--- config.mk ---
export PLATFORM = sky130hd
export DESIGN_NAME = npr_queue
export DESIGN_NICKNAME = d
export VERILOG_FILES = /design/src/rtl/core/npr_pkg.sv /design/src/rtl/core/npr_queue.sv
export SDC_FILE = /design/constraint.sdc
export NUM_CORES = 1
export LEC_CHECK = 0
export ABC_AREA = 1
export BUFFER_PORTS_ARGS = -buffer_cell sky130_fd_sc_hd__buf_2
export CORE_AREA = 2 2 171 173
export CTS_CLUSTER_DIAMETER = 50
export CTS_CLUSTER_SIZE = 40
export DETAILED_ROUTE_END_ITERATION = 12
export DIE_AREA = 0 0 173 175
export PLACE_DENSITY = 0.74
export SLEW_MARGIN = 0
export SYNTH_ARGS = -nofsm -noshare
export SYNTH_HDL_FRONTEND = slang
export SYNTH_SLANG_ARGS = --single-unit
--- constraint.sdc ---
create_clock -name clk -period 3.1 [get_ports clk]
set_input_delay 0.93 -clock clk [delete_from_list [all_inputs] [get_ports clk]]
set_output_delay 0.93 -clock clk [all_outputs]
set_load 0.05 [all_outputs]
--- src/rtl/core/npr_pkg.sv ---
// Shared types, widths and register codes for the nearest-point-to-ray unit.
`timescale 1ns / 1ps
`default_nettype none

package npr_pkg;

  // Field widths of the point, direction, distance and result formats.
  localparam int COORD_W     = 24;
  localparam int DIR_W       = 16;
  localparam int DIST_W      = 52;
  localparam int IDX_OUT_W   = 20;
  localparam int CFG_IDX_W   = 3;
  localparam int CFG_DATA_W  = 52;

  // Internal arithmetic widths.
  localparam int VEC_W       = COORD_W + 1;        // p - o
  localparam int PROD_W      = VEC_W + DIR_W;      // (p - o) * d
  localparam int CROSS_W     = PROD_W + 1;         // difference of two products
  localparam int FRAC_SHIFT  = 14;                 // Q.26 down to Q.12
  localparam int RC_W        = CROSS_W - FRAC_SHIFT;
  localparam int MAG_W       = RC_W - 1;
  localparam int SQ_W        = 2 * MAG_W;
  localparam int SUM_W       = SQ_W + 2;

  // Defaults for the top-level parameters.
  localparam int MAX_POINTS_DEF = 1048576;
  localparam int QUEUE_DEPTH    = 4;

  // Reset values of the configuration registers.
  localparam logic signed [DIR_W-1:0] DIR_Z_RESET = 16'sd16384;

  // Configuration register indexes.
  typedef enum logic [CFG_IDX_W-1:0] {
    REG_ORIGIN_X    = 3'd0,
    REG_ORIGIN_Y    = 3'd1,
    REG_ORIGIN_Z    = 3'd2,
    REG_DIR_X       = 3'd3,
    REG_DIR_Y       = 3'd4,
    REG_DIR_Z       = 3'd5,
    REG_MIN_DIST_SQ = 3'd6
  } cfg_reg_t;

  // Ray and threshold as held by the register bank.
  typedef struct packed {
    logic signed [COORD_W-1:0] origin_x;
    logic signed [COORD_W-1:0] origin_y;
    logic signed [COORD_W-1:0] origin_z;
    logic signed [DIR_W-1:0]   dir_x;
    logic signed [DIR_W-1:0]   dir_y;
    logic signed [DIR_W-1:0]   dir_z;
    logic [DIST_W-1:0]         min_dist_sq;
  } ray_cfg_t;

  // Per-point control sideband decided by the front end.
  typedef struct packed {
    logic counted;   // point takes part in the argmin
    logic last;      // point closes the cloud
  } point_tag_t;

  // One classified point as it waits in the queue.
  typedef struct packed {
    logic signed [COORD_W-1:0] x;
    logic signed [COORD_W-1:0] y;
    logic signed [COORD_W-1:0] z;
    point_tag_t                tag;
  } point_t;

endpackage

`default_nettype wire

--- src/rtl/core/npr_queue.sv ---
// Small FIFO that decouples the front end from the distance pipeline.
`timescale 1ns / 1ps
`default_nettype none

module npr_queue #(
  parameter int DEPTH = npr_pkg::QUEUE_DEPTH,
  parameter int IDX_W = 20
) (
  input  wire logic             clk,
  input  wire logic             rst_n,
  input  wire logic             push,
  input  wire npr_pkg::point_t  push_point,
  input  wire logic [IDX_W-1:0] push_idx,
  output logic                  full,
  input  wire logic             pop,
  output logic                  q_valid,
  output npr_pkg::point_t       q_point,
  output logic [IDX_W-1:0]      q_idx
);
  import npr_pkg::*;

  localparam int PTR_W = (DEPTH > 1) ? $clog2(DEPTH) : 1;
  localparam int CNT_W = $clog2(DEPTH + 1);

  point_t           pt_mem [DEPTH];
  logic [IDX_W-1:0] idx_mem [DEPTH];
  logic [PTR_W-1:0] wr_ptr_r, wr_ptr_nxt;
  logic [PTR_W-1:0] rd_ptr_r, rd_ptr_nxt;
  logic [CNT_W-1:0] cnt_r, cnt_nxt;

  assign full    = cnt_r == CNT_W'(DEPTH);
  assign q_valid = cnt_r != '0;
  assign q_point = pt_mem[rd_ptr_r];
  assign q_idx   = idx_mem[rd_ptr_r];

  // Pointer and fill-level update.
  always_comb begin
    wr_ptr_nxt = wr_ptr_r;
    rd_ptr_nxt = rd_ptr_r;
    cnt_nxt    = cnt_r;
    if (push) begin
      wr_ptr_nxt = (wr_ptr_r == PTR_W'(DEPTH - 1)) ? '0 : wr_ptr_r + PTR_W'(1);
    end
    if (pop) begin
      rd_ptr_nxt = (rd_ptr_r == PTR_W'(DEPTH - 1)) ? '0 : rd_ptr_r + PTR_W'(1);
    end
    if (push && !pop) begin
      cnt_nxt = cnt_r + CNT_W'(1);
    end else if (pop && !push) begin
      cnt_nxt = cnt_r - CNT_W'(1);
    end
  end

  always_ff @(posedge clk) begin
    if (!rst_n) begin
      wr_ptr_r <= '0;
      rd_ptr_r <= '0;
      cnt_r    <= '0;
    end else begin
      wr_ptr_r <= wr_ptr_nxt;
      rd_ptr_r <= rd_ptr_nxt;
      cnt_r    <= cnt_nxt;
    end
  end

  // Storage write.
  always_ff @(posedge clk) begin
    if (push) begin
      pt_mem[wr_ptr_r]  <= push_point;
      idx_mem[wr_ptr_r] <= push_idx;
    end
  end

  a_no_overflow: assert property (@(posedge clk) disable iff (!rst_n)
    push |-> (cnt_r != CNT_W'(DEPTH)))
    else $error("queue written while full");

  a_no_underflow: assert property (@(posedge clk) disable iff (!rst_n)
    pop |-> (cnt_r != '0))
    else $error("queue read while empty");

endmodule

`default_nettype wire

==> run_results.csv, run 1 <==
group,metric,value,unit
routing,avgViaCountPerCell,5.51,
floorplanning,start_util,50.6,%
floorplanning,die-area,30300,um^2
routing,totalWireLength,29.3,mm
critical_path,crit_path_top_delay_cell,"dfxtp_4",
sta,final-hold-violation-count,0,
placement,post-dp-hpwl,16.6,mm
sta,tns,0,ns
sta,relSlewSlack,57.6,%
floorplanning,die_w,173,um
clock_network,post_cts_buffers,0,
cells_and_area,nFillCells,2131,
power,p_sw_share,28.6,%
synth,syn_inst,969,
grt,grt_pass1_wl,45.4,mm
worst_hold_path,hold_path_depth,3,
power,pwr-share-seq,50.4,%
floorplanning,top_level_ports,194,
critical_path,timing.rr.start,"wr_ptr_r[1]$_SDFFE_PN0P_",
grt,grt_pass1_vias,8519,
cells_and_area,nets,1259,
clock_network,cts_resized,4,
clock_network,clkTransAtPathRegs,0.07,ns
routing,dr_total_vias,8625,
synth,synth.net_count,1074,
synth,yosys.area.top_type_share,78.6,%
placement,io_buffers,193,
clock_network,cts_tree,"built",
clock_network,clk_path_buf_depth,3,
routing,ant_nets,0,
critical_path,r2r-end,"idx_mem[1][11]$_DFFE_PP_",
routing,firstDrtPassIters,5,
routing,drt_iter0_markers,812,
worst_hold_path,hold_path.class,"reg -> reg",
grt,overflow,0,
synth,avgSynthCellArea,14.8,um^2
clock_network,root_buffer,"clkbuf_16",
power,power.internal,8490,uW
sta,finalSetupViolCount,0,
critical_path,crit_fanout,16,
clock_network,clk_latency,0.57,ns
clock_network,cts_hold_buf,0,
power,comb_power_share,14.4,%
clock_network,cts_buffers,30,
clock_network,cts_sinks,385,
sta,worst_slew_pin_slew,0.636,ns
run,drv_cap,0,
routing,drc_errors,0,
placement,post_dp_cell_area,15800,um^2
synth,yosysTopAreaCell,"edfxtp_1",
synth,ys_warn_count,0,
critical_path,critPathLaunchType,"flip-flop",
sta,timing.fmax,334,MHz
cells_and_area,syn_to_final_growth,18.2,%
sta,skew,0.0256,ns
synth,syn-cell-area,14400,um^2
placement,dpl.cell_count,1506,
routing,wire_per_inst,18.7,um
power,p_leak,0.00590,uW
cells_and_area,drive_above_1_share,23.4,%
critical_path,rrSetupSlack,1.43,ns
cells_and_area,fin_area,17000,um^2
worst_hold_path,worstHoldStart,"cnt_r[2]$_SDFFE_PN0P_",
sta,finalMaxSlewViolations,0,
critical_path,end_kind,"primary output",
critical_path,max_stage_delay,0.37,ns
critical_path,critical_path_class,"reg -> out",
power,p_total,11900,uW
cells_and_area,multi_input_area,2460,um^2
critical_path,crit_arrival,2.07,ns
status,status,"completed",
sta,post-route-period-util,96.7,%
synth,ys_types,22,
critical_path,cp.required,2.17,ns
worst_hold_path,min_to,"cnt_r[2]$_SDFFE_PN0P_",
grt,grt_max_degree,83,
cells_and_area,ff_latch_area,11500,um^2
power,p_clk_share,35.2,%
power,power_density,701,nW/um^2
critical_path,reg2reg_depth,5,
floorplanning,rows,62,
sta,fin_crit,3.00,ns
sta,rsz0062_at_grt,"no",
grt,antenna_found_initial,5,
cells_and_area,layout.cells.non_filler,1565,
synth,synth_seq_area_share,79.9,%
power,peakVddDrop,0.480,mV
synth,synthTopCellsByArea,"edfxtp_1 (79%), o21ai_0 (5.4%), nor2_1 (5.1%), o22ai_1 (4.1%), o21ai_1 (1.3%)",
clock_network,htree_levels,1,
floorplanning,core,28400,um^2
critical_path,crit_chain,"inv_2, buf_4, o21ai_0, o22ai_1, buf_2",
floorplanning,die_h,175,um
synth,ys_seq_elements,385,
grt,track_usage,19.0,%
power,switching_power,3400,uW
placement,gp_congestion,0.777,
## state kept, by name (all words and copies together), names as in the netlist, named ones only
name      count
pt_mem      296
idx_mem      80
cnt_r         3
rd_ptr_r      2
wr_ptr_r      2
## worst max path at each step
stage                               to  slack (ns)  cells past startpoint
3_5_place_dp                 q_idx[16]        0.59                      4
4_1_cts                      q_idx[16]       0.004                      4
6_report                    q_point[2]        0.10                      5
2_1_floorplan  idx_mem[3][0]$_DFFE_PP_        0.32                      2
5_1_grt                    q_point[47]      0.0001                      5
3_3_place_gp                 q_idx[10]        0.61                      5
## kinds of logic (layout without fill, tap and decap cells)
kind of cell,after synthesis,count (layout),synth area share (%)
adders and majority gates,7,7,0.662
buffers and inverters,77,285,2.98
xor gates and xnor gates,1,1,0.0610
and+or+nand+nor,211,211,5.57
AOI/OAI and AO/OA,288,288,10.9
other,0,4,0
DFF,385,385,79.9
## cells in the mapped netlist, drive strengths merged
master,count
a21oi,3
buf,22
clkbuf,39
dfxtp,9
edfxtp,376
fa,1
ha,6
inv,16
nand2,9
nand3,1
nand4,1
nor2,197
nor3,3
o21ai,191
o22ai,94
xor2,1
## area by class of cell
| cell class | instances | area share [%] |
|---|---|---|
| sequential | 385 | 67.6 |
| multi-input combinational | 507 | 14.5 |
| timing repair buffer | 214 | 7.82 |
| clock buffer | 31 | 4.57 |
| tap | 384 | 2.83 |
| clock inverter | 24 | 2.13 |
| inverter | 16 | 0.486 |
| antenna | 4 | 0.0590 |
## per-layer routing
layer  GRT usage, %  vias up  share of wire [%]
met5              0        -              0.044
met4           5.44        2                2.3
met3           3.66       43                7.6
met2           31.1      313                 48
met1           26.2     4237                 42
li1               -     4030                  -
## power by group through the flow
stage	clock (uW)	sequential (uW)	combinational, uW
4_1_cts	4270	6000	1720
3_5_place_dp	0	6110	1710
2_1_floorplan	0	6110	1210
6_report	4190	6000	1710
5_1_grt	4460	6010	1820
3_3_place_gp	0	6100	1680
## cells in the final DEF (no fill, tap or decap), types with 3 or more instances in the layout
| cell type | instances |
|---|---|
| dfxtp_1 | 7 |
| o21ai_0 | 154 |
| buf_6 | 3 |
| o22ai_1 | 94 |
| edfxtp_1 | 376 |
| buf_4 | 5 |
| nor3_1 | 3 |
| nand2_1 | 9 |
| inv_6 | 3 |
| ha_1 | 6 |
| clkbuf_16 | 31 |
| inv_16 | 4 |
| o21ai_1 | 37 |
| clkinvlp_4 | 6 |
| clkinv_8 | 6 |
| a21oi_1 | 3 |
| inv_1 | 10 |
| diode_2 | 4 |
| nor2_1 | 197 |
| clkbuf_4 | 3 |
| buf_12 | 13 |
| buf_2 | 189 |
## worst max-delay path, delay by kind of cell (launching register included)
family | cells | cell delay (ns)
buf+inv | 3 | 0.86
flops | 1 | 0.37
compound gates | 2 | 0.29
## through the flow
stage	hold WS, ns	worst slack, ns	util, %
after floorplan	0.490	0.321	-
after global placement	0.509	0.609	55.6
after detailed placement	0.523	0.586	55.6
after CTS	0.540	0.00375	59.7
after global routing	0.540	0.000149	59.8
final	0.532	0.102	59.8
No activity file was read; power rests on OpenSTA's default activity.
==> run 2: changes to the inputs <==
TNS_END_PERCENT = 20   (was unset)
clock period = 2.65 ns   (was 3.1 ns; I/O delays follow)
==> run_results.csv, run 2 (synthesis gave the netlist of run 1 again) <==
group,metric,value,unit
critical_path,critPathLaunchType,"flip-flop",
clock_network,htree_levels,2,
floorplanning,die-area,30300,um^2
cells_and_area,largest_reg_flops,296,
floorplanning,top_level_ports,194,
power,peakVddDrop,0.719,mV
critical_path,crit_path_top_delay_cell,"dfxtp_4",
placement,io_buffers,193,
critical_path,critical_path_class,"reg -> out",
cells_and_area,nets,1293,
cells_and_area,fin_area,18100,um^2
power,p_leak,0.00644,uW
clock_network,cts_hold_buf,0,
grt,antenna_found_initial,6,
floorplanning,die_w,173,um
routing,wire_per_inst,21.8,um
routing,totalWireLength,34.8,mm
placement,post_dp_cell_area,15800,um^2
critical_path,critPathTopFamily,"buffers and inverters",
sta,fin_crit,2.66,ns
cells_and_area,drive_above_1_share,29.1,%
sta,skew,0.0145,ns
worst_hold_path,hold_path.class,"in -> reg",
floorplanning,rows,62,
placement,post-dp-hpwl,16.3,mm
run,drv_cap,0,
floorplanning,core,28400,um^2
sta,worst_slew_pin_slew,0.482,ns
grt,grt_pass1_vias,8885,
critical_path,crit_arrival,1.86,ns
critical_path,rrSetupSlack,0.94,ns
clock_network,clkTransAtPathRegs,0.08,ns
grt,grt_pass1_wl,47.7,mm
critical_path,cpMostUsedCell,"buf_12",
clock_network,cts_tree,"built",
routing,ant_nets,0,
sta,finalMaxSlewViolations,0,
floorplanning,start_util,50.6,%
sta,rsz0062_at_grt,"yes",
clock_network,cts_sinks,385,
routing,firstDrtPassIters,5,
cells_and_area,syn_to_final_growth,26.3,%
clock_network,root_buffer,"clkbuf_16",
critical_path,max_stage_delay,0.39,ns
power,p_total,14700,uW
floorplanning,die_h,175,um
critical_path,r2r-end,"pt_mem[2][32]$_DFFE_PP_",
sta,relSlewSlack,67.9,%
status,failed_checks,"setup timing",
clock_network,clk_path_buf_depth,3,
cells_and_area,layout_common_cells,"edfxtp_1 (376), nor2_1 (190), buf_2 (100)",
sta,post-route-period-util,100,%
critical_path,cp.required,1.86,ns
grt,track_usage,20.1,%
placement,gp_congestion,0.757,
clock_network,cts_buffers,34,
critical_path,crit_fanout,21,
critical_path,end_kind,"primary output",
cells_and_area,mostFrequentLayoutCell,"edfxtp_1",
routing,drt_iter0_markers,780,
critical_path,path_depth,5,
cells_and_area,largest-register,"pt_mem",
critical_path,crit_end,"q_point[9]",
status,status,"finished, violations left",
sta,timing.fmax,376,MHz
grt,overflow,0,
clock_network,clk_latency,0.52,ns
sta,finalSetupViolCount,2,
routing,avgViaCountPerCell,5.66,
critical_path,reg2reg_depth,5,
grt,grt_max_degree,73,
critical_path,path_buf_inv,3,
cells_and_area,largestRegisters,"pt_mem x296, idx_mem x80, cnt_r x3",
sta,setup_slack,-0.00839,ns
power,power_density,809,nW/um^2
critical_path,crit_chain,"buf_12, buf_12, o21ai_0, o22ai_1, buf_4",
routing,drc_errors,0,
routing,dr_total_vias,9054,
sta,final-hold-violation-count,0,
critical_path,timing.rr.start,"wr_ptr_r[0]$_SDFFE_PN0P_",
==> run 2: repair_timing <==
action	CTS	global route
endpoints found under the setup margin	93	94
gates cloned	3	16
resized for setup	115	131
hold endpoints to repair	0	0
pin swaps	4	39
buffers inserted	5	5
==> run 2: worst min-delay path by stage <==
stage                                   from                        to  slack (ns)  cells after the start
floorplan           wr_ptr_r[1]$_SDFFE_PN0P_  wr_ptr_r[1]$_SDFFE_PN0P_        0.49                      2
global placement    wr_ptr_r[1]$_SDFFE_PN0P_  wr_ptr_r[1]$_SDFFE_PN0P_        0.51                      2
detailed placement     cnt_r[2]$_SDFFE_PN0P_     cnt_r[2]$_SDFFE_PN0P_        0.52                      3
CTS                           push_point[26]   pt_mem[3][26]$_DFFE_PP_        0.47                      1
global route                   push_point[7]    pt_mem[1][7]$_DFFE_PP_        0.47                      1
finish                         push_point[8]    pt_mem[2][8]$_DFFE_PP_        0.48                      1
==> run 2: cell type report <==
class / count / area (um^2)
diodes: 3 / 7.51
inverters: 16 / 103
fillers: 2042 / 10300
repair buffers: 242 / 2190
flip-flops and latches: 385 / 11500
well taps: 384 / 480
repair inverters: 2 / 27.5
clock buffers: 39 / 933
clock inverters: 23 / 269
multi-input cells: 507 / 2650
==> run 2: through the flow <==
step	hold WS (ns)	TNS [ns]	setup WS [ns]	utilization [%]	std cells
after floorplan	0.490	-125.02	-0.443	-	969
after global placement	0.514	0	0.355	55.8	1509
after detailed placement	0.523	0	0.326	55.8	1509
after CTS	0.467	-2.75	-0.0797	61.6	1579
after global routing	0.470	-2.12	-0.0873	63.9	1600
final	0.483	-0.0134	-0.00839	63.9	1601
==> run 2: routing by layer <==
layer	global-route usage, %	routed length [um]	vias up
li1	-	-	4109
met1	26.3	14400	4474
met2	32.8	16500	395
met3	5.40	2970	70
met4	6.67	918	6
met5	0	38	-
==> run 2: where the power goes <==
part	internal [uW]	total, uW	switching [uW]
clock network	2930	5200	2270
registers	6950	7020	70.4
logic	756	2450	1690
total	10600	14700	4030
==> run 2: worst reg2reg max path: cells and delay by family (launching register included) <==
kind	cells	cell delay, ns
flops	1	0.36
simple gates	1	0.09
fa+ha+maj	1	0.15
buf+inv	3	0.72
==> run 3: changes to the inputs <==
CTS_BUF_LIST = sky130_fd_sc_hd__clkbuf_8 sky130_fd_sc_hd__clkbuf_16   (was unset)
==> run_results.csv, run 3 (synthesis gave the netlist of run 1 again) <==
group,metric,value,unit
critical_path,rrSetupSlack,0.94,ns
grt,track_usage,20.0,%
placement,post-dp-hpwl,16.3,mm
clock_network,clk_latency,0.52,ns
routing,avgViaCountPerCell,5.68,
cells_and_area,nets,1293,
routing,drc_errors,0,
routing,dr_total_vias,9098,
critical_path,critPathLaunchType,"flip-flop",
routing,wire_per_inst,21.8,um
power,power.internal,10600,uW
power,p_clk_share,35.4,%
grt,grt_pass1_vias,8886,
floorplanning,start_util,50.6,%
clock_network,cts_hold_buf,0,
clock_network,clkTransAtPathRegs,0.08,ns
run,drv_cap,0,
critical_path,end_kind,"primary output",
clock_network,htree_levels,2,
cells_and_area,layout_common_cells,"edfxtp_1 (376), nor2_1 (190), buf_2 (100)",
power,comb_power_share,16.7,%
critical_path,crit_chain,"buf_12, buf_12, o21ai_0, o22ai_1, buf_4",
cells_and_area,largest_reg_flops,296,
floorplanning,rows,62,
grt,grt_pass1_wl,47.7,mm
power,p_leak,0.00645,uW
cells_and_area,drive_above_1_share,29.1,%
sta,timing.fmax,376,MHz
cells_and_area,largestRegisters,"pt_mem x296, idx_mem x80, cnt_r x3",
routing,totalWireLength,34.8,mm
cells_and_area,utilization,63.9,%
critical_path,crit_fanout,21,
floorplanning,top_level_ports,194,
clock_network,root_buffer,"clkbuf_16",
power,peakVddDrop,0.722,mV
cells_and_area,syn_to_final_growth,26.3,%
cells_and_area,layout.cells.non_filler,1601,
floorplanning,core,28400,um^2
clock_network,cts_tree,"built",
grt,overflow,0,
cells_and_area,mostFrequentLayoutCell,"edfxtp_1",
sta,finalMaxSlewViolations,0,
placement,io_buffers,193,
critical_path,cpMostUsedCell,"buf_12",
status,failed_checks,"setup timing",
sta,worst_slew_pin_slew,0.484,ns
floorplanning,die_w,173,um
cells_and_area,largest-register,"pt_mem",
grt,antenna_found_initial,6,
sta,setup_slack,-0.00839,ns
sta,fin_crit,2.66,ns
cells_and_area,multi_input_area,2650,um^2
critical_path,critical_path_class,"reg -> out",
placement,gp_congestion,0.757,
critical_path,cp.required,1.86,ns
floorplanning,die_h,175,um
power,switching_power,4040,uW
clock_network,cts_buffers,34,
status,status,"finished, violations left",
grt,grt_max_degree,73,
critical_path,crit_path_top_delay_cell,"dfxtp_4",
routing,drt_iter0_markers,771,
floorplanning,die-area,30300,um^2
sta,final-hold-violation-count,0,
routing,ant_nets,0,
cells_and_area,ff_latch_area,11500,um^2
sta,post-route-period-util,100,%
critical_path,path_buf_inv,3,
clock_network,cts_sinks,385,
clock_network,clk_path_buf_depth,3,
sta,skew,0.0137,ns
critical_path,max_stage_delay,0.39,ns
worst_hold_path,hold_path.class,"in -> reg",
sta,rsz0062_at_grt,"yes",
power,p_sw_share,27.5,%
critical_path,crit_arrival,1.86,ns
cells_and_area,nFillCells,2042,
sta,relSlewSlack,67.7,%
power,pwr-share-seq,47.9,%
sta,finalSetupViolCount,3,
placement,dpl.cell_count,1509,
critical_path,critPathTopFamily,"buffers and inverters",
power,power_density,809,nW/um^2
routing,firstDrtPassIters,5,
## run 3: power by group through the flow
stage | logic [uW] | clock network (uW) | registers (uW)
final | 2450 | 5200 | 7020
after global routing | 2570 | 5500 | 7040
after CTS | 2210 | 5270 | 7020
after detailed placement | 2000 | 0 | 7150
after global placement | 1970 | 0 | 7140
after floorplan | 1410 | 0 | 7150
## run 3: area by class of cell
class / instances / share of cell area (%)
antenna: 3 / 0.0414
inverter: 16 / 0.566
tap: 384 / 2.65
timing repair buffer: 242 / 12.1
clock inverter: 25 / 1.52
multi-input combinational: 507 / 14.6
sequential: 385 / 63.3
timing repair inverter: 2 / 0.152
clock buffer: 37 / 5.11
## run 3: layer usage
layer	vias to the layer above	wire length, um	GRT usage [%]
li1	4105	-	-
met1	4531	14300	26.2
met2	390	16600	32.8
met3	68	2980	5.40
met4	4	905	6.67
met5	-	27	0
## run 3: worst paths after layout
path	startpoint	to	depth (start not counted)
hold / removal	push_point[8]	pt_mem[2][8]$_DFFE_PP_	1
hold reg to reg	cnt_r[2]$_SDFFE_PN0P_	cnt_r[2]$_SDFFE_PN0P_	3
setup / recovery	flip-flop	q_point[9]	5
setup reg to reg	wr_ptr_r[0]$_SDFFE_PN0P_	pt_mem[2][32]$_DFFE_PP_	5
## run 3: stage by stage
step                setup slack [ns]  hold slack (ns)  total power (uW)  setup TNS [ns]  cell area [um^2]
finish                      -0.00839            0.482             14700         -0.0209             18100
global route                 -0.0873            0.470             15100           -2.12             18100
CTS                          -0.0797            0.467             14500           -2.75             17500
detailed placement             0.326            0.523              9150               0             15800
global placement               0.355            0.514              9110               0             15800
floorplan                     -0.443            0.490              8560         -125.02             14400
## run 3: timing repair
| action | CTS | global route |
|---|---|---|
| buffers inserted | 5 | 5 |
| pin swaps | 4 | 39 |
| resized for setup | 115 | 131 |
| endpoints found under the setup margin | 93 | 94 |
| gates cloned | 3 | 16 |
