[config.mk]
export PLATFORM = sky130hd
export DESIGN_NAME = npr_front_flat
export DESIGN_NICKNAME = d
export VERILOG_FILES = /design/src/rtl/core/npr_pkg.sv /design/src/rtl/core/npr_if.sv /design/src/rtl/core/npr_front.sv /design/src/flat_wrapper.sv
export SDC_FILE = /design/constraint.sdc
export NUM_CORES = 1
export LEC_CHECK = 0
export BUFFER_PORTS_ARGS = -buffer_cell sky130_fd_sc_hd__buf_2
export CORE_MARGIN = 3
export CORE_UTILIZATION = 37
export DETAILED_ROUTE_END_ITERATION = 7
export PLACE_DENSITY = 0.82
export SLEW_MARGIN = 20
export SYNTH_ARGS = -nofsm -noshare
export SYNTH_HDL_FRONTEND = slang
export SYNTH_SLANG_ARGS = --single-unit
[constraint.sdc]
create_clock -name clk -period 2.2 [get_ports clk]
set_input_delay 0.44 -clock clk [delete_from_list [all_inputs] [get_ports clk]]
set_output_delay 0.44 -clock clk [all_outputs]
set_load 0.01 [all_outputs]
[src/rtl/core/npr_pkg.sv]
// Shared types, widths and register codes for the nearest-point-to-ray unit.
`timescale 1ns / 1ps
`default_nettype none

package npr_pkg;

  // Field widths of the point, direction, distance and result formats.
  localparam int COORD_W     = 24;
  localparam int DIR_W       = 16;
  localparam int DIST_W      = 52;
  localparam int IDX_OUT_W   = 20;
  localparam int CFG_IDX_W   = 3;
  localparam int CFG_DATA_W  = 52;

  // Internal arithmetic widths.
  localparam int VEC_W       = COORD_W + 1;        // p - o
  localparam int PROD_W      = VEC_W + DIR_W;      // (p - o) * d
  localparam int CROSS_W     = PROD_W + 1;         // difference of two products
  localparam int FRAC_SHIFT  = 14;                 // Q.26 down to Q.12
  localparam int RC_W        = CROSS_W - FRAC_SHIFT;
  localparam int MAG_W       = RC_W - 1;
  localparam int SQ_W        = 2 * MAG_W;
  localparam int SUM_W       = SQ_W + 2;

  // Defaults for the top-level parameters.
  localparam int MAX_POINTS_DEF = 1048576;
  localparam int QUEUE_DEPTH    = 4;

  // Reset values of the configuration registers.
  localparam logic signed [DIR_W-1:0] DIR_Z_RESET = 16'sd16384;

  // Configuration register indexes.
  typedef enum logic [CFG_IDX_W-1:0] {
    REG_ORIGIN_X    = 3'd0,
    REG_ORIGIN_Y    = 3'd1,
    REG_ORIGIN_Z    = 3'd2,
    REG_DIR_X       = 3'd3,
    REG_DIR_Y       = 3'd4,
    REG_DIR_Z       = 3'd5,
    REG_MIN_DIST_SQ = 3'd6
  } cfg_reg_t;

  // Ray and threshold as held by the register bank.
  typedef struct packed {
    logic signed [COORD_W-1:0] origin_x;
    logic signed [COORD_W-1:0] origin_y;
    logic signed [COORD_W-1:0] origin_z;
    logic signed [DIR_W-1:0]   dir_x;
    logic signed [DIR_W-1:0]   dir_y;
    logic signed [DIR_W-1:0]   dir_z;
    logic [DIST_W-1:0]         min_dist_sq;
  } ray_cfg_t;

  // Per-point control sideband decided by the front end.
  typedef struct packed {
    logic counted;   // point takes part in the argmin
    logic last;      // point closes the cloud
  } point_tag_t;

  // One classified point as it waits in the queue.
  typedef struct packed {
    logic signed [COORD_W-1:0] x;
    logic signed [COORD_W-1:0] y;
    logic signed [COORD_W-1:0] z;
    point_tag_t                tag;
  } point_t;

endpackage

`default_nettype wire

[src/rtl/core/npr_if.sv]
// Channel interfaces for points, results and configuration writes.
`timescale 1ns / 1ps
`default_nettype none

interface npr_point_if;
  import npr_pkg::*;
  logic                      valid;
  logic                      ready;
  logic signed [COORD_W-1:0] point_x;
  logic signed [COORD_W-1:0] point_y;
  logic signed [COORD_W-1:0] point_z;
  logic                      last_point;
  modport source (output valid, point_x, point_y, point_z, last_point, input ready);
  modport sink   (input valid, point_x, point_y, point_z, last_point, output ready);
endinterface


`default_nettype wire

[src/rtl/core/npr_front.sv]
// Front end: accepts points, counts them and tags each one for the back end.
`timescale 1ns / 1ps
`default_nettype none

module npr_front #(
  parameter int MAX_POINTS = npr_pkg::MAX_POINTS_DEF,
  parameter int IDX_W      = 20,
  parameter int CNT_W      = 21
) (
  input  wire logic           clk,
  input  wire logic           rst_n,
  npr_point_if.sink           in_chan,
  input  wire logic           q_full,
  output logic                push,
  output npr_pkg::point_t     push_point,
  output logic [IDX_W-1:0]    push_idx
);
  import npr_pkg::*;

  logic [CNT_W-1:0] count_r;
  logic [CNT_W-1:0] count_nxt;
  logic             counted;

  // The queue has room: take the transaction.
  assign in_chan.ready = !q_full;
  assign push          = in_chan.valid && !q_full;

  // Points beyond the capacity are passed on but left out of the argmin.
  assign counted = count_r < CNT_W'(MAX_POINTS);

  always_comb begin
    push_point.x           = in_chan.point_x;
    push_point.y           = in_chan.point_y;
    push_point.z           = in_chan.point_z;
    push_point.tag.counted = counted;
    push_point.tag.last    = in_chan.last_point;
    push_idx               = count_r[IDX_W-1:0];
  end

  // Arrival counter, cleared by the last point of each cloud.
  always_comb begin
    count_nxt = count_r;
    if (push) begin
      if (in_chan.last_point) begin
        count_nxt = '0;
      end else if (counted) begin
        count_nxt = count_r + CNT_W'(1);
      end
    end
  end

  always_ff @(posedge clk) begin
    if (!rst_n) begin
      count_r <= '0;
    end else begin
      count_r <= count_nxt;
    end
  end

endmodule

`default_nettype wire

[src/flat_wrapper.sv]
// flat-port wrapper written by rule: the top's interface ports become plain ports
module npr_front_flat import npr_pkg::*;
#(
  parameter int MAX_POINTS = npr_pkg::MAX_POINTS_DEF,
  parameter int IDX_W      = 20,
  parameter int CNT_W      = 21
)
  (clk, rst_n, q_full, push, push_point, push_idx, in_chan_valid, in_chan_point_x, in_chan_point_y, in_chan_point_z, in_chan_last_point, in_chan_ready);
  npr_point_if in_chan_i ();
  input  wire logic clk;
  input  wire logic rst_n;
  input  wire logic q_full;
  output logic push;
  output npr_pkg::point_t push_point;
  output logic [IDX_W-1:0] push_idx;
  input wire logic [$bits(in_chan_i.valid)-1:0] in_chan_valid;
  input wire logic [$bits(in_chan_i.point_x)-1:0] in_chan_point_x;
  input wire logic [$bits(in_chan_i.point_y)-1:0] in_chan_point_y;
  input wire logic [$bits(in_chan_i.point_z)-1:0] in_chan_point_z;
  input wire logic [$bits(in_chan_i.last_point)-1:0] in_chan_last_point;
  output wire logic [$bits(in_chan_i.ready)-1:0] in_chan_ready;
  assign in_chan_i.valid = in_chan_valid;
  assign in_chan_i.point_x = in_chan_point_x;
  assign in_chan_i.point_y = in_chan_point_y;
  assign in_chan_i.point_z = in_chan_point_z;
  assign in_chan_i.last_point = in_chan_last_point;
  assign in_chan_ready = in_chan_i.ready;
  npr_front #(.MAX_POINTS(MAX_POINTS), .IDX_W(IDX_W), .CNT_W(CNT_W)) u_core (.clk(clk), .rst_n(rst_n), .in_chan(in_chan_i), .q_full(q_full), .push(push), .push_point(push_point), .push_idx(push_idx));
endmodule
==> results of run 1 <==
-- area by class of cell --
class                      count  share of cell area
sequential                    21               0.329
clock inverter                 1             0.00392
clock buffer                   3              0.0324
multi-input combinational     93               0.444
timing repair buffer          30               0.122
tap                           52              0.0510
inverter                       6              0.0176
-- layout by cell type, fill, tap and decap left out --
cell type  instances
nand2b_4           1
nand2_1           11
nand2b_1           1
ha_1               1
and3_1             2
inv_1              6
nor2_1             8
clkbuf_8           3
or4_4              1
nand3_1            6
nand4_1            3
o21a_1             3
nor4_1             4
or4_1              8
clkinv_2           1
dfxtp_1           21
buf_2             28
o21ai_0            5
and4_1             1
o31ai_1            8
a21oi_1           14
xor2_1             1
xnor2_1            5
and2_1             1
or3_1              5
nor2b_4            1
buf_4              2
nor3_1             3
-- kinds of logic after synthesis --
group / share of synthesized area
buffers and inverters: 0.438
and+or+nand+nor: 0.184
AOI/OAI and AO/OA: 0.101
DFF: 0.239
xor gates and xnor gates: 0.0299
adders and majority gates: 0.00712
-- stage by stage --
| stage | utilization | hold WS [ns] | total power, uW | instances | worst slack (ns) |
|---|---|---|---|---|---|
| floorplan | - | 0.465 | 553 | 220 | 0.349 |
| global placement | 0.275 | 0.486 | 427 | 202 | 0.128 |
| detailed placement | 0.275 | 0.498 | 428 | 202 | 0.0898 |
| CTS | 0.285 | 0.457 | 688 | 206 | 0.279 |
| global route | 0.285 | 0.481 | 711 | 206 | 0.0967 |
| finish | 0.285 | 0.461 | 682 | 206 | 0.274 |
-- worst paths after layout --
check	slack, ns	cells after the start	from	end
worst max-delay path	0.27	5	u_core.count_r[0]$_SDFFE_PN0P_	u_core.count_r[14]$_SDFFE_PN0P_
worst min-delay path	0.46	3	rst_n	u_core.count_r[1]$_SDFFE_PN0P_
worst max register to register	0.27	5	u_core.count_r[0]$_SDFFE_PN0P_	u_core.count_r[14]$_SDFFE_PN0P_
worst min register to register	0.51	2	u_core.count_r[18]$_SDFFE_PN0P_	u_core.count_r[18]$_SDFFE_PN0P_
-- where the power goes --
group | switching [uW] | internal (uW) | leakage (uW)
Combinational | 21.9 | 13.4 | 0.000278
Clock | 136 | 127 | 0.0000255
Sequential | 2.19 | 381 | 0.000169
Total | 160 | 521 | 0.000473
-- worst register-to-register path, cell delays in order, from the launching register on --
cell,delay (ns)
dfxtp_1,0.41
ha_1,0.21
nand3_1,0.10
or3_1,0.48
or4_1,0.52
a21oi_1,0.14
-- layer usage --
metal	global-route usage	up-vias
met5	0	-
met4	0.0593	0
met3	0.0534	12
met2	0.169	46
met1	0.125	497
li1	-	517
==> impl_results.md, run 1 <==
- Biggest register: u_core.count_r
- Overflow after GRT: 0
- Filler instances: between 400 and 500
- Warnings, synthesis: 0
- Final Skew: approximately 0.0027 ns
- Max Used Layer: met4
- PwrDens: 534 nW/um2
- Post-layout instance area: roughly 1300 um2
- Post-DP Area: ~1200 um2
- H-tree depth: 1
- Pleak: roughly 0.00047 uW
- Gr usage total: 0.110
- Worst path max stage delay: about 0.52 ns
- # IOs: between 150 and 200
- Wire length on met2: roughly 1400 um
- Post-Syn Instances: 220
- Multi-input gate area: 567 um2
- Dpl hpwl: 2300 um
- Seq/Total Area, Yosys: 0.239
- Seq cells post-synth: 21
- Worst slew margin: 0.767
- Rows: 24
- Vias in the first global route: roughly 990
- Syn Std Cell Area: between 1500 and 2000 um2
- CP top delay family: simple AND/OR/NAND/NOR gates
- First-pass iteration count of the detailed router: 4
- Worst-path clk slew: 0.08 ns
- Iteration-0 DRC Markers: 37
- Fraction of layout instances using a drive strength above 1: 0.240
- Sink Count: 21
- Post-CTS resize count: 0
- FFs w/ async S/R, synth: 0
- Cell variety after synth: 27
- Hold Fails Final Rpt: 0
- WL met3: 296 um
- Setup TNS: 0 ns
- Hold_buf cts: 0
- Worst EP arrival: between 2 and 2.5 ns
- DR vias: around 1,100
- Metal-1 WL: about 1300 um
- Inserted Diodes: 0
- Predominant post-synthesis flop cell: dfxtp_1
- Seq. cell area: 420 um2
- Critical Path RT: ~2.4 ns
- RSZ-0062 raised after global routing: false
- Most used standard cell by instance count after synthesis: buf_4
- First-pass GRT wire length: between 4000 and 5000 um
- Die height: between 70 and 80 um
- Total Nets Final: approximately 230
- Max-slew violation count: 0
- IO Port Bufs: 28
- Top Registers: u_core.count_r (21)
- Crit path cell chain: ha_1 > nand3_1 > or3_1 > or4_1 > a21oi_1
- Status: finished, final reports clean
- Post-synth EDFFs: 0
- Vias per cell: ~5.2
- Worst-margin pin slew: around 0.35 ns
- Wire per inst: around 15 um
- Crit path time final: just under 2 ns
- Die X: 74.9 um
- Crit path max fanout: 10
- Max VDD drop: around 0.19 mV
- Worst Setup End Kind: flip-flop
- Post-synth top area share: 0.406
- CP Buf/Inv Count: 0
- Post-Route WL: slightly above 3000 um
- Post-route clock period utilization: 0.875
- Clock root buffer: clkbuf_8
- Hold Crit Class: in2reg
- Top cells by area, synth: buf_4, dfxtp_1, a21oi_1, o31ai_1, or4_1
- Largest net degree at the start of global routing: 18
- Average size of a mapped cell: around 8 um2
- Core area: about 4500 um2
- Fmax: around 0.52 GHz
- Initial antenna violation count: 0
- Clk buf depth: 2
- Worst Setup Path Type: reg2reg
- Final setup fails: 0
- Setup Buffers After CTS: 0
- Syn Nets: 298
- DRC errors left: 0
- Skew-Pair Late Insertion Delay: 0.27 ns
- Area added between synthesis and finish: -27.4%
- Synth top cells by count: buf_4, dfxtp_1, a21oi_1
- Max-cap violations: 0
- Full die area: 5610 um2
- Initial core utilization: 0.393
- Routability cong.: between 0.7 and 0.8
- Max FFs per register: 21
- Cts bufs inserted: 3
- Area leader, netlist: buf_4
- Crit start category: flip-flop
- Post-DRT Antenna Nets: 0
- Slowest CP cell: or4_1
- CTS tree: done
Power figures use the tool's default switching activity.
==> run 2: changes to the inputs <==
CORE_MARGIN = 4   (was 3)
==> run 2 against run 1 <==
Against the previous run: setup slack got worse by 0.11 ns; fmax decreased by 5.6%; utilization decreased by 0.17 points; register-to-register slack got worse by 0.11 ns; via count increased by 3.0%; sequential power about the same; count of clock-buffer cells in the layout unchanged; final area decreased by 0.59%; critical path type unchanged; largest power group unchanged.
==> impl_results.md, run 2 (synthesized netlist as in run 1, its figures left out) <==
- Status: finished, final reports clean
- Post-layout instance area: 1270 um2 (-0.59%)
- Area added between synthesis and finish: -27.8%
- Initial core utilization: 0.393 (unchanged)
- Dpl hpwl: 2270 um (-1.4%)
- Core area: 4470 um2 (unchanged)
- Worst-path clk slew: 0.08 ns (about the same)
- Crit path time final: 2.04 ns (+0.114 ns)
- RSZ-0062 raised after global routing: false
- Most frequent cells in the layout: buf_2, dfxtp_1, a21oi_1, nand2_1
- Gr usage total: 0.103 (-0.00748)
- Worst-margin pin slew: 0.316 ns (-0.0309 ns)
- PwrDens: 531 nW/um2 (-0.56%)
- Post-CTS resize count: 0 (unchanged)
- Cts bufs inserted: 3 (unchanged)
- DRC errors left: 0 (unchanged)
- H-tree depth: 1 (unchanged)
- Crit start category: flip-flop
- Sink Count: 21 (unchanged)
- Max-cap violations: 0 (unchanged)
- Iteration-0 DRC Markers: 43 (+16%)
- Vias per cell: 5.39 (+3.5%)
- Biggest register: u_core.count_r
- Post-route clock period utilization: 0.927 (+0.0518)
- Largest net degree at the start of global routing: 18 (unchanged)
- Total Nets Final: 232 (-0.43%)
- First-pass iteration count of the detailed router: 4 (unchanged)
- Routability cong.: 0.776 (+1.8%)
- IO Port Bufs: 28 (unchanged)
- DR vias: 1,104 (+3.0%)
- Hold Crit Class: in2reg
- Setup TNS: 0 ns (unchanged)
- Fmax: 0.490 GHz (-5.6%)
- Vias in the first global route: 1,022 (+3.1%)
- Hold_buf cts: 0 (unchanged)
- Worst Setup Path Type: reg2reg
- Max VDD drop: 0.183 mV (-1.9%)
- Clk buf depth: 2 (unchanged)
- Worst Setup End Kind: flip-flop
- Initial antenna violation count: 0 (unchanged)
- Pleak: 0.000468 uW (-0.88%)
- Fraction of layout instances using a drive strength above 1: 0.235 (-0.00497)
- First-pass GRT wire length: 4910 um (+2.4%)
- Max-slew violation count: 0 (unchanged)
- Final Skew: 0.00661 ns (+0.00388 ns)
- Hold Fails Final Rpt: 0 (unchanged)
- Clock root buffer: clkbuf_8
- Crit path max fanout: 10 (unchanged)
- Most common cell after layout, fill and taps aside: buf_2
- Skew-Pair Late Insertion Delay: 0.26 ns (about the same)
- # IOs: 173 (unchanged)
- Die height: 76.9 um (+2.7%)
- CTS tree: done
- Worst slew margin: 0.788 (+0.0208)
- Final setup fails: 0 (unchanged)
- Wire per inst: 14.9 um (+0.36%)
- Die X: 76.9 um (+2.7%)
- Max FFs per register: 21 (unchanged)
- Post-layout util: 0.284 (-0.00168)
- Post-DP Area: 1220 um2 (-0.61%)
- Inserted Diodes: 0 (unchanged)
- Overflow after GRT: 0 (unchanged)
- Critical Path RT: 2.40 ns (about the same)
- Setup Buffers After CTS: 0 (unchanged)
- Rows: 24 (unchanged)
- Post-DRT Antenna Nets: 0 (unchanged)
- Full die area: 5910 um2 (+5.4%)
- Post-Route WL: 3050 um (-0.13%)
- Top Registers: u_core.count_r (21)
- Worst EP arrival: 2.24 ns (+0.11 ns)
## run 2: critical path, stage by stage, from the launching register on
cell and delay, ns:
dfxtp_1 0.41, ha_1 0.22, nand3_1 0.18, or3_1 0.51, or4_1 0.52, a21oi_1 0.15
## run 2: layout make-up
class	instances	area [um2]
tap	52	65.1
timing repair buffer	29	148
multi-input combinational	93	567
clock buffer	3	41.3
sequential	21	420
inverter	6	22.5
fill	478	3210
clock inverter	1	5.00
## run 2: worst paths after layout
kind,from,to,slack (ns),cells after the start
min,rst_n,u_core.count_r[1]$_SDFFE_PN0P_,0.46,3
min reg2reg,u_core.count_r[18]$_SDFFE_PN0P_,u_core.count_r[18]$_SDFFE_PN0P_,0.50,2
max,u_core.count_r[0]$_SDFFE_PN0P_,u_core.count_r[18]$_SDFFE_PN0P_,0.16,5
max reg2reg,u_core.count_r[0]$_SDFFE_PN0P_,u_core.count_r[18]$_SDFFE_PN0P_,0.16,5
## run 2: per-stage QoR
step | worst slack [ns] | hold WS, ns | instances | total power (uW)
global route | 0.0354 | 0.482 | 205 | 703
global placement | 0.129 | 0.484 | 201 | 427
finish | 0.160 | 0.458 | 205 | 674
floorplan | 0.349 | 0.465 | 220 | 553
detailed placement | 0.0932 | 0.490 | 201 | 428
CTS | 0.190 | 0.458 | 205 | 680
## run 2: power by group
part           total, uW  internal, uW  leakage [uW]  switching (uW)
combinational       35.2          13.3      0.000274            22.0
sequential           384           381      0.000169            2.21
clock                255           126     0.0000255             128
total                674           521      0.000468             153
## run 2: per-layer routing
layer | global-route usage | vias to the layer above | part of all wire | routed length [um]
met5 | 0 | - | 0 | 0
li1 | - | 517 | - | -
met4 | 0.0797 | 0 | 0.058 | 177
met3 | 0.0504 | 26 | 0.096 | 292
met2 | 0.154 | 46 | 0.43 | 1320
met1 | 0.109 | 515 | 0.41 | 1250
==> run 3: changes to the inputs <==
ABC_AREA = 1   (was unset)
CORE_ASPECT_RATIO = 1.5   (was unset)
CORE_UTILIZATION = 38   (was 37)
==> run 3 against run 2 <==
Against the previous run: sequential power hardly changed; register-to-register slack better by 0.59 ns; first-iteration DRC count shrank 47%; combinational power rose by 32%; count of clock-buffer cells in the layout up 1.
==> impl_results.md, run 3 <==
- Status: finished, final reports clean
- R2r worst-path depth: 10 (+5)
- Vias in the first global route: 1,218 (+19%)
- Post-Route WL: 3620 um (+19%)
- Cell variety after synth: 19 (-30%)
- Cts bufs inserted: 3 (unchanged)
- Top cells by area, synth: buf_4, dfxtp_1, nand2_1, nor2_1, inv_1
- RSZ-0062 raised after global routing: false
- Setup Buffers After CTS: 0 (unchanged)
- Post-route clock period utilization: 0.659 (-0.268)
- Routability cong.: 0.794 (+2.3%)
- Most frequent cells in the layout: nand2_1, nor2_1, buf_2, dfxtp_1, inv_1
- Dpl hpwl: 2830 um (+25%)
- Worst-margin pin slew: 0.291 ns (-0.0244 ns)
- Syn Nets: 353 (+18%)
- Max VDD drop: 0.153 mV (-16%)
- FFs w/ async S/R, synth: 0 (unchanged)
- Sink Count: 21 (unchanged)
- DRC errors left: 0 (unchanged)
- Critical Path RT: 2.37 ns (-0.03 ns)
- First-pass GRT wire length: 5530 um (+13%)
- Wire per inst: 13.0 um (-12%)
- IO Port Bufs: 28 (unchanged)
- Seq/Total Area, Yosys: 0.226 (-0.0138)
- Most used standard cell by instance count after synthesis: buf_4
- Final Skew: 0.00251 ns (-0.00410 ns)
- Seq cells post-synth: 21 (unchanged)
- Worst path max stage delay: 0.40 ns (-0.12 ns)
- Iteration-0 DRC Markers: 23 (-47%)
- Total power: 686 uW (+1.8%)
- Max-cap violations: 0 (unchanged)
- Slowest CP cell: dfxtp_1
- DP Cell Count: 274 (+36%)
- Most frequent CP cell: nand2_1
- Fmax: 0.690 GHz (+41%)
- Average size of a mapped cell: 6.78 um2 (-15%)
- Layout Cells excl Fill: 278 (+36%)
- Post-CTS resize count: 0 (unchanged)
- Warnings, synthesis: 0 (unchanged)
- Most common cell after layout, fill and taps aside: nand2_1
- # IOs: 173 (unchanged)
- Area added between synthesis and finish: -24.2%
- Predominant post-synthesis flop cell: dfxtp_1
- Die X: 65.2 um (-15%)
- Hold_buf cts: 0 (unchanged)
- Worst Setup Path Type: reg2reg
- PwrDens: 485 nW/um2 (-8.6%)
- Pleak: 0.000597 uW (+27%)
- Final setup fails: 0 (unchanged)
- Post-synth EDFFs: 0 (unchanged)
- CTS tree: done
- Crit start category: flip-flop
- Worst EP arrival: 1.62 ns (-0.62 ns)
- Worst-path clk slew: 0.07 ns (about the same)
- Crit path time final: 1.45 ns (-0.591 ns)
- Hold path cells: 3 (unchanged)
- Crit path cell chain: ha_1 > nand2_2 > nor2_2 > nand2_2 > nor2_4 > nand2_1 > nand2_1 > nand2_1 > nand2_1 > inv_1
- Hold Fails Final Rpt: 0 (unchanged)
- Biggest register: u_core.count_r
- Area leader, netlist: buf_4
- First-pass iteration count of the detailed router: 5 (+1)
- Vias per cell: 4.63 (-14%)
- Skew-Pair Late Insertion Delay: 0.26 ns (about the same)
- Inserted Diodes: 0 (unchanged)
- Max-slew violation count: 0 (unchanged)
- Synth top cells by count: buf_4, nand2_1, nor2_1
- DR vias: 1,287 (+17%)
- Total Nets Final: 291 (+25%)
- Setup TNS: 0 ns (unchanged)
- Place WS: 0.730 ns (+0.637 ns)
- Initial antenna violation count: 0 (unchanged)
- Crit path max fanout: 7 (-3)
- Clk buf depth: 2 (unchanged)
- Overflow after GRT: 0 (unchanged)
- Fraction of layout instances using a drive strength above 1: 0.245 (+0.00999)
- Core area: 4810 um2 (+7.5%)
- Syn Std Cell Area: 1860 um2 (+6.1%)
- Final setup margin: 0.751 ns (+0.591 ns)
- Worst Setup End Kind: flip-flop
- Post-DRT Antenna Nets: 0 (unchanged)
- Clock root buffer: clkbuf_8
- Largest net degree at the start of global routing: 18 (unchanged)
- Rows: 31 (+29%)
- Post-Syn Instances: 275 (+25%)
- Initial core utilization: 0.388 (-0.00500)
- Top Registers: u_core.count_r (21)
- Full die area: 6110 um2 (+3.4%)
- Post-synth top area share: 0.379 (-0.0275)
- Die height: 93.8 um (+22%)
- Worst slew margin: 0.804 (+0.0167)
- Gr usage total: 0.116 (+0.0137)
- H-tree depth: 1 (unchanged)
- Max FFs per register: 21 (unchanged)
- Hold Crit Class: in2reg
run 3: cell count changes in the layout (fill, tap and decap cells not counted), sizes merged, moves of 4 or more:
cell   before  now
nor4        4    0
or3         5    0
a21oi      14   10
nand3       6   13
nor2        8   44
o31ai       8    0
inv         6   21
xnor2       5    0
nand2      11   61
or4         9    0
run 3: cells by family after synthesis:
kind of cell | after synthesis | synth area share
AOI/OAI and AO/OA | 15 | 0.0450
adders and majority gates | 1 | 0.00671
buffers and inverters | 116 | 0.428
DFF | 21 | 0.226
and+or+nand+nor | 122 | 0.295
run 3: stage by stage:
stage / hold WS [ns] / instance area, um2 / utilization
6_report: 0.407 / 1410 / 0.294
5_1_grt: 0.419 / 1410 / 0.294
4_1_cts: 0.405 / 1410 / 0.294
3_5_place_dp: 0.484 / 1370 / 0.284
3_3_place_gp: 0.474 / 1370 / 0.284
2_1_floorplan: 0.456 / 1860 / -
run 3: worst max-delay path, delay by kind of cell, from the launching register on:
kind / cells / cell delay (ns)
adder cells (fa/ha/maj): 1 / 0.22
buffers and inverters: 1 / 0.03
flip-flops: 1 / 0.40
AND/OR/NAND/NOR: 8 / 0.71
run 3: power by group:
| group | leakage (uW) | internal (uW) | switching [uW] |
|---|---|---|---|
| Clock | 0.0000228 | 129 | 127 |
| Sequential | 0.000169 | 381 | 1.90 |
| Combinational | 0.000405 | 15.4 | 31.0 |
| Total | 0.000597 | 526 | 160 |
run 3: final cells by class:
cell class	count	area, um2
clock buffers	4	45.0
fillers	558	3400
inverters	21	78.8
multi-input cells	138	646
flip-flops and latches	21	420
well taps	66	82.6
repair buffers	28	140
run 3: metal layers:
layer | wire (um) | global-route usage | vias up
li1 | - | - | 622
met1 | 1090 | 0.0944 | 554
met2 | 1730 | 0.197 | 50
met3 | 371 | 0.0263 | 61
met4 | 431 | 0.154 | 0
met5 | 0 | 0 | -
run 3: worst paths after layout:
path / start / end / slack (ns)
max: u_core.count_r[1]$_SDFFE_PN0P_ / u_core.count_r[10]$_SDFFE_PN0P_ / 0.75
min: rst_n / u_core.count_r[1]$_SDFFE_PN0P_ / 0.41
max reg2reg: u_core.count_r[1]$_SDFFE_PN0P_ / u_core.count_r[10]$_SDFFE_PN0P_ / 0.75
min reg2reg: u_core.count_r[4]$_SDFFE_PN0P_ / u_core.count_r[4]$_SDFFE_PN0P_ / 0.50
